===== src/rtl/sjf_pkg.sv =====
// Shared types, widths and constants for the servo joystick filter and mapper.
package sjf_pkg;

  localparam int unsigned CH_W      = 2;
  localparam int unsigned NUM_CH    = 4;
  localparam int unsigned SAMPLE_W  = 8;
  localparam int unsigned ANGLE_W   = 8;
  localparam int unsigned PULSE_W   = 16;
  localparam int unsigned CFG_IDX_W = 4;
  localparam int unsigned NUM_CFG   = 8;

  // Shared multiplier operand and product widths
  localparam int unsigned MUL_A_W     = 24;
  localparam int unsigned MUL_B_W     = 29;
  localparam int unsigned MUL_P_W     = MUL_A_W + MUL_B_W;
  localparam int unsigned RECIP_SHIFT = 32;

  // Reciprocals ceil(2^32 / d): exact floor division for every dividend below 2^24
  localparam logic [MUL_B_W-1:0] RECIP_127 = 29'd33818641;
  localparam logic [MUL_B_W-1:0] RECIP_255 = 29'd16843010;
  localparam logic [MUL_B_W-1:0] RECIP_10  = 29'd429496730;
  localparam logic [MUL_B_W-1:0] RECIP_180 = 29'd23860930;

  localparam logic [MUL_B_W-1:0] ANGLE_SCALE = 29'd180;
  localparam logic [MUL_B_W-1:0] OLD_WEIGHT  = 29'd9;
  localparam logic [ANGLE_W-1:0] ANGLE_MAX   = 8'd180;
  localparam logic [SAMPLE_W-1:0] HALF_MAX   = 8'd127;
  localparam logic [SAMPLE_W-1:0] SAMPLE_TOP = 8'd255;

  // Channel roles
  localparam logic [CH_W-1:0] INV_CH  = 2'd1;
  localparam logic [CH_W-1:0] FULL_CH = 2'd3;

  localparam logic [PULSE_W-1:0] LO_RESET = 16'd1000;
  localparam logic [PULSE_W-1:0] HI_RESET = 16'd2000;

  typedef struct packed {
    logic               en;
    logic [MUL_A_W-1:0] a;
    logic [MUL_B_W-1:0] b;
  } mul_req_t;

  typedef struct packed {
    logic [PULSE_W-1:0] lo;
    logic [PULSE_W-1:0] hi;
  } servo_range_t;

endpackage


===== src/rtl/servo_joystick_filter_map.sv =====
// Top level: sequencer, filter state and output register of the servo mapper.
//
// Input stream: s_axis_tuser carries the converter channel, s_axis_tdata the
// 8-bit sample. Output stream: m_axis_tuser carries the servo index,
// m_axis_tdata the pulse compare value, the filtered angle and the next
// channel to convert. Every input transaction yields exactly one output.
// Each item runs through six steps of one shared multiplier: sample scaling,
// reciprocal division to an angle, filter weighting, reciprocal division by
// ten, range scaling and reciprocal division by 180. The result is loaded
// into the output register in a final state after these steps, and a new
// item is taken only once the sequencer is back in idle.
// The output register holds a result until it is taken; while it is still
// full at the end of the next item, the sequencer waits and s_axis_tready
// stays low. Reset clears the filtered angles to zero and loads every servo
// range with 1000 to 2000. Range registers are written through cfg_we_i,
// cfg_idx_i and cfg_data_i; the user must do so only while the block is idle,
// as the block does not enforce it; indexes above seven are ignored.
module servo_joystick_filter_map (
  input  logic                           clk_i,
  input  logic                           rst_ni,
  input  logic                           s_axis_tvalid,
  output logic                           s_axis_tready,
  input  logic [7:0]                     s_axis_tdata,  // [7:0] sample
  input  logic [1:0]                     s_axis_tuser,  // [1:0] channel
  output logic                           m_axis_tvalid,
  input  logic                           m_axis_tready,
  // [15:0] pulse, [23:16] filtered_angle, [25:24] next_channel, rest zero
  output logic [31:0]                    m_axis_tdata,
  output logic [1:0]                     m_axis_tuser,  // [1:0] servo
  input  logic                           cfg_we_i,
  input  logic [sjf_pkg::CFG_IDX_W-1:0]  cfg_idx_i,
  input  logic [sjf_pkg::PULSE_W-1:0]    cfg_data_i
);

  typedef enum logic [2:0] {
    ST_IDLE,
    ST_ANG_MUL,
    ST_ANG_DIV,
    ST_FLT_MUL,
    ST_FLT_DIV,
    ST_PUL_MUL,
    ST_PUL_DIV,
    ST_FIN
  } state_e;

  state_e                          state_q;
  logic [sjf_pkg::CH_W-1:0]        ch_q;
  logic [sjf_pkg::SAMPLE_W-1:0]    samp_q;
  logic                            sat_q;
  logic                            full_q;
  logic                            neg_q;
  logic [sjf_pkg::ANGLE_W-1:0]     old_q;
  logic [sjf_pkg::ANGLE_W-1:0]     ang_q;
  logic [sjf_pkg::ANGLE_W-1:0]     f_q;
  logic [sjf_pkg::ANGLE_W-1:0]     filt_q [sjf_pkg::NUM_CH];
  logic                            out_valid_q;
  logic [sjf_pkg::CH_W-1:0]        out_servo_q;
  logic [sjf_pkg::PULSE_W-1:0]     out_pulse_q;
  logic [sjf_pkg::ANGLE_W-1:0]     out_angle_q;
  logic [sjf_pkg::CH_W-1:0]        out_next_q;

  sjf_pkg::mul_req_t               mul_req;
  logic [sjf_pkg::MUL_P_W-1:0]     prod;
  logic [sjf_pkg::PULSE_W-1:0]     quo;
  sjf_pkg::servo_range_t           range;
  logic                            diff_neg;
  logic [sjf_pkg::PULSE_W-1:0]     diff_mag;
  logic [sjf_pkg::SAMPLE_W-1:0]    samp_in;
  logic [sjf_pkg::PULSE_W-1:0]     pulse_new;
  logic                            in_fire;
  logic                            out_load;

  sjf_mul_unit u_mul (
    .clk_i  (clk_i),
    .req_i  (mul_req),
    .prod_o (prod)
  );

  sjf_cfg_regs u_cfg (
    .clk_i   (clk_i),
    .rst_ni  (rst_ni),
    .we_i    (cfg_we_i),
    .idx_i   (cfg_idx_i),
    .data_i  (cfg_data_i),
    .ch_i    (ch_q),
    .range_o (range)
  );

  // Quotient of the last reciprocal step
  assign quo = prod[sjf_pkg::RECIP_SHIFT +: sjf_pkg::PULSE_W];

  // Invert the sample on the inverted channel
  assign samp_in = (s_axis_tuser == sjf_pkg::INV_CH) ?
                   (sjf_pkg::SAMPLE_TOP - s_axis_tdata) : s_axis_tdata;

  // Signed range as sign and magnitude
  assign diff_neg = range.hi < range.lo;
  assign diff_mag = diff_neg ? (range.lo - range.hi) : (range.hi - range.lo);

  // Apply the truncated scaled offset, wrapping to the pulse width
  assign pulse_new = neg_q ? (range.lo - quo) : (range.lo + quo);

  assign s_axis_tready = (state_q == ST_IDLE);
  assign in_fire       = s_axis_tvalid && s_axis_tready;
  assign out_load      = (state_q == ST_FIN) && (!out_valid_q || m_axis_tready);

  // Select the operands of the shared multiplier for each step
  always_comb begin
    mul_req = '0;
    unique case (state_q)
      ST_ANG_MUL: begin
        mul_req.en = 1'b1;
        mul_req.a  = sjf_pkg::MUL_A_W'(samp_q);
        mul_req.b  = sjf_pkg::ANGLE_SCALE;
      end
      ST_ANG_DIV: begin
        mul_req.en = 1'b1;
        mul_req.a  = prod[sjf_pkg::MUL_A_W-1:0];
        mul_req.b  = full_q ? sjf_pkg::RECIP_255 : sjf_pkg::RECIP_127;
      end
      ST_FLT_MUL: begin
        mul_req.en = 1'b1;
        mul_req.a  = sjf_pkg::MUL_A_W'(old_q);
        mul_req.b  = sjf_pkg::OLD_WEIGHT;
      end
      ST_FLT_DIV: begin
        mul_req.en = 1'b1;
        mul_req.a  = prod[sjf_pkg::MUL_A_W-1:0] + sjf_pkg::MUL_A_W'(ang_q);
        mul_req.b  = sjf_pkg::RECIP_10;
      end
      ST_PUL_MUL: begin
        mul_req.en = 1'b1;
        mul_req.a  = sjf_pkg::MUL_A_W'(quo[sjf_pkg::ANGLE_W-1:0]);
        mul_req.b  = sjf_pkg::MUL_B_W'(diff_mag);
      end
      ST_PUL_DIV: begin
        mul_req.en = 1'b1;
        mul_req.a  = prod[sjf_pkg::MUL_A_W-1:0];
        mul_req.b  = sjf_pkg::RECIP_180;
      end
      default: begin
        mul_req = '0;
      end
    endcase
  end

  // Sequencer, filter state and output register
  always_ff @(posedge clk_i or negedge rst_ni) begin
    if (!rst_ni) begin
      state_q     <= ST_IDLE;
      ch_q        <= '0;
      samp_q      <= '0;
      sat_q       <= 1'b0;
      full_q      <= 1'b0;
      neg_q       <= 1'b0;
      old_q       <= '0;
      ang_q       <= '0;
      f_q         <= '0;
      for (int i = 0; i < sjf_pkg::NUM_CH; i++) begin
        filt_q[i] <= '0;
      end
      out_valid_q <= 1'b0;
      out_servo_q <= '0;
      out_pulse_q <= '0;
      out_angle_q <= '0;
      out_next_q  <= '0;
    end else begin
      // Drop the output once the receiver takes it, unless a new one replaces it
      if (out_valid_q && m_axis_tready && !out_load) begin
        out_valid_q <= 1'b0;
      end
      unique case (state_q)
        ST_IDLE: begin
          if (in_fire) begin
            ch_q    <= s_axis_tuser;
            samp_q  <= samp_in;
            full_q  <= (s_axis_tuser == sjf_pkg::FULL_CH);
            sat_q   <= (s_axis_tuser != sjf_pkg::FULL_CH) && (samp_in > sjf_pkg::HALF_MAX);
            old_q   <= filt_q[s_axis_tuser];
            state_q <= ST_ANG_MUL;
          end
        end
        ST_ANG_MUL: begin
          state_q <= ST_ANG_DIV;
        end
        ST_ANG_DIV: begin
          state_q <= ST_FLT_MUL;
        end
        ST_FLT_MUL: begin
          ang_q   <= sat_q ? sjf_pkg::ANGLE_MAX : quo[sjf_pkg::ANGLE_W-1:0];
          state_q <= ST_FLT_DIV;
        end
        ST_FLT_DIV: begin
          state_q <= ST_PUL_MUL;
        end
        ST_PUL_MUL: begin
          f_q          <= quo[sjf_pkg::ANGLE_W-1:0];
          filt_q[ch_q] <= quo[sjf_pkg::ANGLE_W-1:0];
          neg_q        <= diff_neg;
          state_q      <= ST_PUL_DIV;
        end
        ST_PUL_DIV: begin
          state_q <= ST_FIN;
        end
        ST_FIN: begin
          // Hold here while the previous result is still waiting
          if (out_load) begin
            out_valid_q <= 1'b1;
            out_servo_q <= ch_q;
            out_pulse_q <= pulse_new;
            out_angle_q <= f_q;
            out_next_q  <= ch_q + sjf_pkg::CH_W'(1);
            state_q     <= ST_IDLE;
          end
        end
        default: begin
          state_q <= ST_IDLE;
        end
      endcase
    end
  end

  assign m_axis_tvalid = out_valid_q;
  assign m_axis_tuser  = out_servo_q;
  assign m_axis_tdata  = {6'b0, out_next_q, out_angle_q, out_pulse_q};

endmodule


===== src/rtl/sjf_mul_unit.sv =====
// Shared registered multiplier used for scaling and reciprocal division steps.
module sjf_mul_unit (
  input  logic                         clk_i,
  input  sjf_pkg::mul_req_t            req_i,
  output logic [sjf_pkg::MUL_P_W-1:0]  prod_o
);

  logic [sjf_pkg::MUL_P_W-1:0] prod_q;

  // Multiply and hold the product for the next sequencer step
  always_ff @(posedge clk_i) begin
    if (req_i.en) begin
      prod_q <= sjf_pkg::MUL_P_W'(req_i.a) * sjf_pkg::MUL_P_W'(req_i.b);
    end
  end

  assign prod_o = prod_q;

endmodule


===== src/rtl/sjf_cfg_regs.sv =====
// Per-servo pulse range registers with write port and channel read-out.
module sjf_cfg_regs (
  input  logic                           clk_i,
  input  logic                           rst_ni,
  input  logic                           we_i,
  input  logic [sjf_pkg::CFG_IDX_W-1:0]  idx_i,
  input  logic [sjf_pkg::PULSE_W-1:0]    data_i,
  input  logic [sjf_pkg::CH_W-1:0]       ch_i,
  output sjf_pkg::servo_range_t          range_o
);

  logic [sjf_pkg::PULSE_W-1:0] lo_q [sjf_pkg::NUM_CH];
  logic [sjf_pkg::PULSE_W-1:0] hi_q [sjf_pkg::NUM_CH];

  // Write one register; drop writes beyond the register list
  always_ff @(posedge clk_i or negedge rst_ni) begin
    if (!rst_ni) begin
      for (int i = 0; i < sjf_pkg::NUM_CH; i++) begin
        lo_q[i] <= sjf_pkg::LO_RESET;
        hi_q[i] <= sjf_pkg::HI_RESET;
      end
    end else if (we_i && (idx_i < sjf_pkg::CFG_IDX_W'(sjf_pkg::NUM_CFG))) begin
      if (idx_i[0]) begin
        hi_q[idx_i[sjf_pkg::CH_W:1]] <= data_i;
      end else begin
        lo_q[idx_i[sjf_pkg::CH_W:1]] <= data_i;
      end
    end
  end

  assign range_o.lo = lo_q[ch_i];
  assign range_o.hi = hi_q[ch_i];

endmodule


===== config.mk =====
export PLATFORM = sky130hd
export DESIGN_NAME = servo_joystick_filter_map
export DESIGN_NICKNAME = d
export VERILOG_FILES = /design/src/rtl/sjf_pkg.sv /design/src/rtl/servo_joystick_filter_map.sv /design/src/rtl/sjf_mul_unit.sv /design/src/rtl/sjf_cfg_regs.sv
export SDC_FILE = /design/constraint.sdc
export NUM_CORES = 2
export LEC_CHECK = 0
export BUFFER_PORTS_ARGS = -buffer_cell sky130_fd_sc_hd__clkbuf_2
export CAP_MARGIN = 20
export CORE_UTILIZATION = 30
export CTS_CLUSTER_SIZE = 10
export DETAILED_ROUTE_END_ITERATION = 16
export PLACE_DENSITY_LB_ADDON = 0.25
export SKIP_CTS_REPAIR_TIMING = 1
export SLEW_MARGIN = 20
export SYNTH_ARGS = -nofsm -noshare
export SYNTH_HDL_FRONTEND = slang
export SYNTH_HIERARCHICAL = 1
export SYNTH_SLANG_ARGS = --single-unit

===== constraint.sdc =====
create_clock -name clk_i -period 13.37 [get_ports clk_i]
set_clock_uncertainty 0.1 [all_clocks]
set_input_delay 1.337 -clock clk_i [delete_from_list [all_inputs] [get_ports clk_i]]
set_output_delay 1.337 -clock clk_i [all_outputs]
set_load 0.02 [all_outputs]

==> impl_results.md <==
* Most frequent CP cell: fa_1
* Worst-path maximum fanout at 25
* Measured slew at the worst slew-check pin at 1.15 ns
* DRC violations left at 0
* DP Area at 0.0388 mm2
* Cells after Synth at 3,773
* Die area at around 0.12 mm2
* Wire length per cell at 18.9 um
* Kind of critical path: flip-flop to flip-flop
* CP max stage cell: dfrtp_2
* Final instance area at about 0.04 mm2
* Min-delay worst type: flip-flop to flip-flop
* Dpl hpwl at ~75 mm
* Chip width at approximately 350 um
* CTS tree: yes
* Routability congestion estimate at approximately 0.85
* Initial antenna violation count at 8
* Site row count at ~130
* Initial drt markers at around 1.4k
* CTS buffer count at 31
* Via density at about 4.7
* Die Y at ~350 um
* Buffers on Ports at 64
* Critical path required time at about 14 ns
* Crit-path max cell delay at between 0.9 and 1 ns
* Clock sink total at 269
* Clock-pin slew on the worst setup and hold paths at 0.06 ns
* Syn_area_per_cell at between 9 and 10 um2
* Crit path DAT at between 10 and 15 ns
* Worst Setup End Kind: flip-flop
* Fin crit share at a little over four fifths
* # nets final at ~4.6k
* Clk Latency, worst-skew pair at roughly 0.57 ns
* CTS root buf: clkbuf_16
* Min Tclk post-route at around 11 ns
* First-pass GRT wire length at 163 mm
* Setup tns final at 0 ns
* Relative slew slack at between 20 and 25%
* Max Clk Rate at just under 90 MHz
* Pre-Repair DR Iteration Count at 5
* Total congestion overflow at 0
* Vias in the first global route at 27.6k
* Setup violators final at 0
* DP Cell Count at ~5.3k
* Total GRT Usage at around 17%
* Starting density of the core at approximately 30%
* Vias at about 25k
* Core footprint at between 0.1 and 0.15 mm2
* Outcome: finished, final reports clean
* Max Buffers Root-to-Sink at 3
* Final Hold Viols at 0
* IO Count at 71
* Synthesized cell area at between 0.03 and 0.04 mm2
* Total detailed-routing wirelength at slightly above 100 mm
* Max-capacitance violation count at 0
* Fin. max-slew vios at 0
* Non-filler cells, final at ~5.4k
* Ys Warns at 6
* P&R area growth vs syn at 8.52%
* Layout cells sized above 1 at roughly an eighth
* RSZ-0062 raised after global routing: no
* Htree depth at 1
* Final ANT Viol Nets at 0
* Largest net degree at the start of global routing at 85
* Startpoint types: flip-flop
## layout make-up
type / count / area, um2
antenna: 2 / 5.00
clock buffer: 50 / 857
clock inverter: 2 / 38.8
fill: 12600 / 80800
inverter: 715 / 2680
multi-input combinational: 2595 / 26300
sequential: 269 / 6990
tap: 1612 / 2020
timing repair buffer: 122 / 766
## through the flow
stage / worst slack (ns) / hold slack [ns] / util, %
floorplan: 3.35 / 0.339 / -
finish: 2.02 / 0.372 / 32.9
CTS: 1.92 / 0.379 / 32.9
detailed placement: 1.96 / 0.367 / 32.2
global route: 1.29 / 0.395 / 32.9
global placement: 2.14 / 0.359 / 32.2
## cell usage in the layout (no fill, tap or decap), drive strengths merged, types with 59 or more instances in the layout
cell	n
a21oi	119
and2	360
buf	59
clkbuf	113
dfrtp	181
fa	591
ha	213
inv	715
mux2	160
nand2	503
nor2	87
o21ai	118
xnor2	61
## critical path: cells and delay by family (launching register included)
family / cells / cell delay [ns]
adder cells (fa/ha/maj): 9 / 4.25
AO/OA/AOI/OAI: 10 / 3.04
buffers and inverters: 6 / 0.92
flip-flops: 1 / 0.91
multiplexers: 2 / 0.88
AND/OR/NAND/NOR: 4 / 0.60
XOR/XNOR: 2 / 0.31
## per-layer routing
layer	part of all wire [%]	vias to the layer above	global-route usage [%]	routed length, um
li1	-	11500	-	-
met1	46	13200	23.7	46900
met2	48	451	28.5	48200
met3	3.7	117	1.46	3730
met4	2.4	2	3.53	2480
met5	0.013	-	0	13
## final timing paths
check | startpoint | endpoint | slack [ns] | cells past startpoint
worst min-delay path | f_q[0]$_DFFE_PN0P_ | out_angle_q[0]$_DFFE_PN0P_ | 0.37 | 2
worst min register to register | f_q[0]$_DFFE_PN0P_ | out_angle_q[0]$_DFFE_PN0P_ | 0.37 | 2
worst max-delay path | ch_q[0]$_DFFE_PN0P_ | u_mul/prod_o[44]$_DFFE_PP_ | 2.02 | 33
max in group asynchronous | rst_ni | ch_q[0]$_DFFE_PN0P_ | 11.00 | 2
worst max register to register | ch_q[0]$_DFFE_PN0P_ | u_mul/prod_o[44]$_DFFE_PP_ | 2.02 | 33
min in group asynchronous | rst_ni | u_cfg/hi_q[19]$_DFFE_PN0P_ | 0.65 | 1
## sequential cells by signal, summed over array words and instances (netlist names)
signal / count
sat_q: 1
out_next_q: 2
u_cfg/hi_q: 64
u_cfg/lo_q: 64
m_axis_tuser: 2
old_q: 8
filt_q: 32
f_q: 8
out_pulse_q: 16
u_mul/prod_o: 40
neg_q: 1
ang_q: 8
state_q: 3
full_q: 1
samp_q: 8
ch_q: 2
out_angle_q: 8
m_axis_tvalid: 1
Power is not shown: default switching activity piles up to over one toggle a cycle in this logic, so the estimate is an artifact.
